--- config.mk ---
export PLATFORM = sky130hd
export DESIGN_NAME = rdz_trigger
export DESIGN_NICKNAME = d
export VERILOG_FILES = /design/src/rtl/core/radial_dead_zone_gamepad_axes_macros.svh /design/src/rtl/core/rdz_pkg.sv /design/src/rtl/core/rdz_div.sv /design/src/rtl/core/rdz_trigger.sv
export SDC_FILE = /design/constraint.sdc
export NUM_CORES = 1
export LEC_CHECK = 0
export BUFFER_PORTS_ARGS = -buffer_cell sky130_fd_sc_hd__buf_4
export CORE_MARGIN = 8
export CORE_UTILIZATION = 40
export CTS_BUF_LIST = sky130_fd_sc_hd__clkbuf_8
export DETAILED_ROUTE_END_ITERATION = 8
export GPL_ROUTABILITY_DRIVEN = 1
export HOLD_SLACK_MARGIN = 0.1
export PLACE_DENSITY = 0.57
export SETUP_SLACK_MARGIN = 0.2
export SLEW_MARGIN = 20
export SYNTH_ARGS = -nofsm -noshare
export SYNTH_HDL_FRONTEND = slang
export SYNTH_SLANG_ARGS = --single-unit
--- constraint.sdc ---
create_clock -name clk -period 3.37 [get_ports clk]
set_clock_uncertainty 0.15 [all_clocks]
set_input_delay 0.5055 -clock clk [delete_from_list [all_inputs] [get_ports clk]]
set_output_delay 0.5055 -clock clk [all_outputs]
set_load 0.05 [all_outputs]
--- src/rtl/core/radial_dead_zone_gamepad_axes_macros.svh ---
// assertion macros for the gamepad axis conditioning block
// used by the top level only, no other dependencies
`ifndef RADIAL_DEAD_ZONE_GAMEPAD_AXES_MACROS_SVH
`define RADIAL_DEAD_ZONE_GAMEPAD_AXES_MACROS_SVH

// condition that holds whenever the antecedent holds
`define RDZ_ASSERT_IMP(label, clk, rst, ante, cons, msg) \
  label: assert property (@(posedge clk) disable iff (rst) (ante) |-> (cons)) else $error(msg);

// condition that holds in the cycle after the antecedent
`define RDZ_ASSERT_NEXT(label, clk, rst, ante, cons, msg) \
  label: assert property (@(posedge clk) disable iff (rst) (ante) |=> (cons)) else $error(msg);

`endif

--- src/rtl/core/rdz_pkg.sv ---
// shared constants, register codes and result types for the gamepad axis block
// no dependencies
`default_nettype none

package rdz_pkg;

  localparam int STICK_FULL_SCALE_DEF   = 32767;
  localparam int TRIGGER_FULL_SCALE_DEF = 255;

  localparam int SQRT_STAGES   = 24;
  localparam int QUOT_W        = 15;
  localparam int STICK_LAT     = 4 + SQRT_STAGES + QUOT_W;
  localparam int TRIG_CORE_LAT = 2 + QUOT_W;
  localparam int TRIG_DELAY    = STICK_LAT - TRIG_CORE_LAT;

  localparam logic [14:0] ONE_Q14 = 15'd16384;

  localparam logic [14:0] LEFT_DZ_RESET  = 15'd7849;
  localparam logic [14:0] RIGHT_DZ_RESET = 15'd8689;
  localparam logic [7:0]  TRIG_THR_RESET = 8'd30;

  typedef enum logic [1:0] {
    REG_LEFT_DZ  = 2'd0,
    REG_RIGHT_DZ = 2'd1,
    REG_TRIG_THR = 2'd2
  } cfg_reg_t;

  typedef struct packed {
    logic        moved;
    logic [15:0] dir_x;
    logic [15:0] dir_y;
    logic [14:0] level;
  } stick_res_t;

  typedef struct packed {
    logic        pressed;
    logic [14:0] level;
  } trig_res_t;

endpackage

`default_nettype wire

--- src/rtl/core/rdz_div.sv ---
// pipelined restoring divider, one quotient bit per stage, quotient known to fit QW bits
// no package dependencies
`default_nettype none

module rdz_div #(
  parameter int NW    = 38,
  parameter int DW    = 24,
  parameter int QW    = 15,
  parameter int TAG_W = 1
) (
  input  wire logic              clk,
  input  wire logic              en,
  input  wire logic [NW-1:0]     num,
  input  wire logic [DW-1:0]     den,
  input  wire logic [TAG_W-1:0]  tag_in,
  output logic      [QW-1:0]     quo,
  output logic      [TAG_W-1:0]  tag_out
);

  logic [NW-1:0]    num_q [QW];
  logic [DW-1:0]    den_q [QW];
  logic [DW-1:0]    rem_q [QW];
  logic [QW-1:0]    quo_q [QW];
  logic [TAG_W-1:0] tag_q [QW];

  logic [NW-1:0]    num_src  [QW];
  logic [DW-1:0]    den_src  [QW];
  logic [DW-1:0]    rem_src  [QW];
  logic [QW-1:0]    quo_src  [QW];
  logic [TAG_W-1:0] tag_src  [QW];
  logic [DW:0]      shifted  [QW];
  logic [DW-1:0]    rem_next [QW];
  logic [QW-1:0]    quo_next [QW];

  always_comb begin
    for (int k = 0; k < QW; k++) begin
      if (k == 0) begin
        num_src[k] = num;
        den_src[k] = den;
        rem_src[k] = DW'(num[NW-1:QW]);
        quo_src[k] = '0;
        tag_src[k] = tag_in;
      end else begin
        num_src[k] = num_q[k-1];
        den_src[k] = den_q[k-1];
        rem_src[k] = rem_q[k-1];
        quo_src[k] = quo_q[k-1];
        tag_src[k] = tag_q[k-1];
      end
      shifted[k] = {rem_src[k], num_src[k][QW-1-k]};
      if (shifted[k] >= {1'b0, den_src[k]}) begin
        rem_next[k] = DW'(shifted[k] - {1'b0, den_src[k]});
        quo_next[k] = {quo_src[k][QW-2:0], 1'b1};
      end else begin
        rem_next[k] = shifted[k][DW-1:0];
        quo_next[k] = {quo_src[k][QW-2:0], 1'b0};
      end
    end
  end

  always_ff @(posedge clk) begin
    if (en) begin
      for (int k = 0; k < QW; k++) begin
        num_q[k] <= num_src[k];
        den_q[k] <= den_src[k];
        rem_q[k] <= rem_next[k];
        quo_q[k] <= quo_next[k];
        tag_q[k] <= tag_src[k];
      end
    end
  end

  assign quo     = quo_q[QW-1];
  assign tag_out = tag_q[QW-1];

endmodule

`default_nettype wire

--- src/rtl/core/rdz_trigger.sv ---
// one trigger lane: threshold test, level divider and delay to match the stick lanes
// uses rdz_pkg and rdz_div
`default_nettype none

module rdz_trigger #(
  parameter int FULL_SCALE = rdz_pkg::TRIGGER_FULL_SCALE_DEF
) (
  input  wire logic          clk,
  input  wire logic          en,
  input  wire logic [7:0]    raw,
  input  wire logic [7:0]    thr,
  output rdz_pkg::trig_res_t res
);
  import rdz_pkg::*;

  localparam logic [7:0] FULL_W = 8'(FULL_SCALE);

  logic [7:0] capped, diff;
  logic       one;

  assign capped = (raw < FULL_W) ? raw : FULL_W;
  assign one    = (thr >= FULL_W);
  assign diff   = (capped > thr) ? 8'(capped - thr) : 8'd0;

  logic [21:0] num_q;
  logic [7:0]  den_q;
  logic [1:0]  fl_q;

  always_ff @(posedge clk) begin
    if (en) begin
      num_q <= {diff, 14'h0};
      den_q <= one ? 8'd1 : 8'(FULL_W - thr);
      fl_q  <= {(raw > thr), one};
    end
  end

  logic [QUOT_W-1:0] q;
  logic [1:0]        fl2;

  rdz_div #(.NW(22), .DW(8), .QW(QUOT_W), .TAG_W(2)) u_div (
    .clk(clk), .en(en), .num(num_q), .den(den_q), .tag_in(fl_q), .quo(q), .tag_out(fl2)
  );

  trig_res_t core_q;
  trig_res_t dly_q [TRIG_DELAY];

  always_ff @(posedge clk) begin
    if (en) begin
      core_q.pressed <= fl2[1];
      core_q.level   <= !fl2[1] ? 15'd0 : (fl2[0] ? ONE_Q14 : q);
      dly_q[0] <= core_q;
      for (int k = 1; k < TRIG_DELAY; k++) begin
        dly_q[k] <= dly_q[k-1];
      end
    end
  end

  assign res = dly_q[TRIG_DELAY-1];

endmodule

`default_nettype wire

==> run metrics <==
status=complete, no violations; Longest Clk Path Bufs=3; CP bufs+invs=0; die height=302 um; crit-path leading delay family=compound AO/OA/AOI/OAI gates; nets=about 2,300; Flop pwr share=between 40% and 50%; r2r setup slk=roughly 0.53 ns; CP max-delay cell=fa_1; CTS sink cnt=approximately 820; FMAX=around 350 MHz; RR Startpoint=den_q[0]; average size of a mapped cell=~17 um^2; min Tclk post-route=2.84 ns; final setup margin=~0.53 ns; Worst-Skew Late Latency=0.77 ns; Final Hold Viols=0; GR peak layer=met2; design area=between 30,000 and 40,000 um^2; Placed Cells=3,008; drc violations=0; Lkg Pwr=between 10 and 15 nW; Sw Ratio=a little over a quarter; vias per cell=4.83; Critical Path Sink Type=register; DR WL/cell=roughly 15 um; Iteration-0 DRC Markers=795; hpwl dp=30.4 mm; Die X-Extent=about 300 um; worst reg-to-reg path cell count=7; Synth Register Bits=approximately 820; Primary FF master, synth=edfxtp_1; Tcrit/Tclk final=~84%; Post-Layout Cell Count=between 3,000 and 4,000; Synth async-reset ratio=0%; CTS resizes=0; Yosys top cell by area=edfxtp_1; vias in the first global route=approximately 16,000; clock group share of total power=between 20 and 30%; Power Dens Cells=about 730 nW/um^2; GRT met2 Usage=between 15 and 20%; Max Transition Viols Final=0; critical path class=reg -> reg; Hold Path Class=in -> reg; top-area cell type share of the netlist area=between 70 and 80%; critical-path cell list=ha_1 -> fa_1 -> nand2b_1 -> a21oi_1 -> a41oi_1 -> o21a_1 -> mux2_2; Clk Tree Root Cell=clkbuf_8; # setup viols final=0; antenna violations before repair=1; Hold Crit Endpoint=num_q[16]; total CTS buffers=approximately 140; EDFF count, synth=824; min-delay src=raw[2]; FF-to-FF End=u_div.rem_q[0][4]; CP startpoint kind=register; TNS Setup=0 ns; grt met1 use=13.4%; Placed Instance Area=roughly 34,000 um^2; Synth Warn #=0; Internal=0.0197 W; WL final=~49 mm; count leader, synth=edfxtp_1; area grow syn2layout=12.8%; first-pass GRT wire length=just over 80 mm; Post-Place Setup Slack=0.464 ns; Post-Syn Nets=roughly 2,100; CP arrival=roughly 3.2 ns; met3 Use GR=about 3.1%; Overflow after GRT=0; # IOs=34; I/O Buffers=33; largest cells by area after synthesis=edfxtp_1 (75%), ha_1 (5.1%), mux2_2 (2.4%); Cells after Synth=~1,900; vias=roughly 16,000; Seq/Total Area, Yosys=between 70 and 80%; Post-Synthesis Cell Area=approximately 33,000 um^2; Psw=roughly 0.0074 W; ANT nets after route=0; Total Routing Usage GR=between 10% and 20%; DRT Pass-1 Iters=5; worst-margin pin slew=slightly below 0.9 ns; Yosys cell types=61; CP Max Fanout=9; RePlAce Congestion=around 0.85; max_cap viols=0; Initial Util=around two fifths; die area=91,300 um^2; slowest stage delay, CP=~0.4 ns; Clock Pin Slew Worst Setup and Hold Paths=0.05 ns; peak supply drop=0.340 mV; CTS tree=done; Cell Rows=105; max_slew headroom=approximately 40%; htree depth=4; RSZ-0062 raised after global routing=false; hold path depth=4; share of cells above drive strength 1=around 14%; combinational power share=21.5%; synth cell count leaders=edfxtp_1 (824), inv_1 (184), ha_1 (134); core area=roughly 82,000 um^2; Critical Path RT=3.71 ns; largest net degree at the start of global routing=roughly 110
flip-flops by register name, indices dropped and copies added, names as in the netlist:
signal	count
u_div.den_q	112
den_q	8
u_div.tag_q	30
u_div.quo_q	120
dly_q	416
u_div.rem_q	112
core_q	16
fl_q	2
num_q	8
layer usage:
layer / wire length (um) / up-vias
li1: - / 7654
met1: 21700 / 7648
met2: 23300 / 289
met3: 2250 / 124
met4: 1680 / 0
met5: 0 / -
power by group through the flow:
stage / clock (W) / sequential [W] / combinational [W]
global placement: 0 / 0.0137 / 0.00562
floorplan: 0 / 0.0134 / 0.00460
global route: 0.00862 / 0.0136 / 0.00653
CTS: 0.00820 / 0.0135 / 0.00586
finish: 0.00780 / 0.0135 / 0.00583
detailed placement: 0 / 0.0137 / 0.00580
metrics by stage:
stage | hold slack (ns) | power, W | utilization [%]
2_1_floorplan | 0.250 | 0.0180 | -
3_3_place_gp | 0.252 | 0.0193 | 42.2
3_5_place_dp | 0.255 | 0.0195 | 42.2
4_1_cts | 0.104 | 0.0276 | 45.3
5_1_grt | 0.148 | 0.0288 | 45.3
6_report | 0.197 | 0.0271 | 45.3
what timing repair did:
| item | in CTS | in global routing |
|---|---|---|
| setup buffers | 0 | 0 |
| endpoints found under the hold margin | 49 | 0 |
| endpoints found under the setup margin | 0 | 0 |
| hold buffers | 13 | 0 |
kinds of logic after synthesis:
family / synth area share [%]
simple gates: 5.24
mux: 3.02
compound gates: 6.43
xor+xnor: 1.02
buf+inv: 2.77
fa+ha+maj: 6.03
flops: 75.5
layout make-up:
class	count	area, um^2
antenna	1	2.50
clock buffer	140	1930
clock inverter	94	487
fill	7065	44600
inverter	184	691
multi-input combinational	877	7120
sequential	824	24700
tap	1070	1340
timing repair buffer	66	661
worst max-delay path by stage:
stage | from | to | slack [ns] | depth (start not counted)
after CTS | u_div.rem_q[0][48] | u_div.rem_q[0][59] | 0.54 | 7
final | den_q[0] | u_div.rem_q[0][4] | 0.53 | 7
after detailed placement | thr[2] | num_q[17] | 0.46 | 8
after floorplan | u_div.den_q[0][1] | u_div.rem_q[0][10] | 0.84 | 8
after global placement | thr[2] | num_q[20] | 0.53 | 8
after global routing | u_div.den_q[0][14] | u_div.rem_q[0][22] | 0.41 | 6
tightest hold or removal path: stages:
cell     delay, ns
buf_4         0.09
ha_1          0.19
nor2b_1       0.06
nor3_1        0.13
cells in the final DEF, fill, tap and decap left out, types with 5 or more instances in the layout:
cell type        n
buf_12          10
nand2_1         46
nor2_1          89
mux2_2          71
and2_1          26
a211oi_1        16
a311o_1         14
nor3b_1          7
and3_1          12
o21ai_0         33
fa_1            15
clkbuf_8       140
nor3_1          34
or4_1            5
nand3_1         17
xnor2_1         33
nand4_1         19
dlygate4sd3_1   13
inv_1          230
xor2_1           5
a21boi_0         7
a211o_1          8
a2111oi_4        5
o21a_1          42
edfxtp_1       824
clkinv_1        29
nor2b_1         49
clkinv_2         5
a21oi_1         34
a21oi_2          5
nor4_1          16
a21o_1          27
buf_4           42
a31oi_1         11
o31a_1          15
ha_1           134
mux2i_1         19
(Power assumes the default switching activity.)
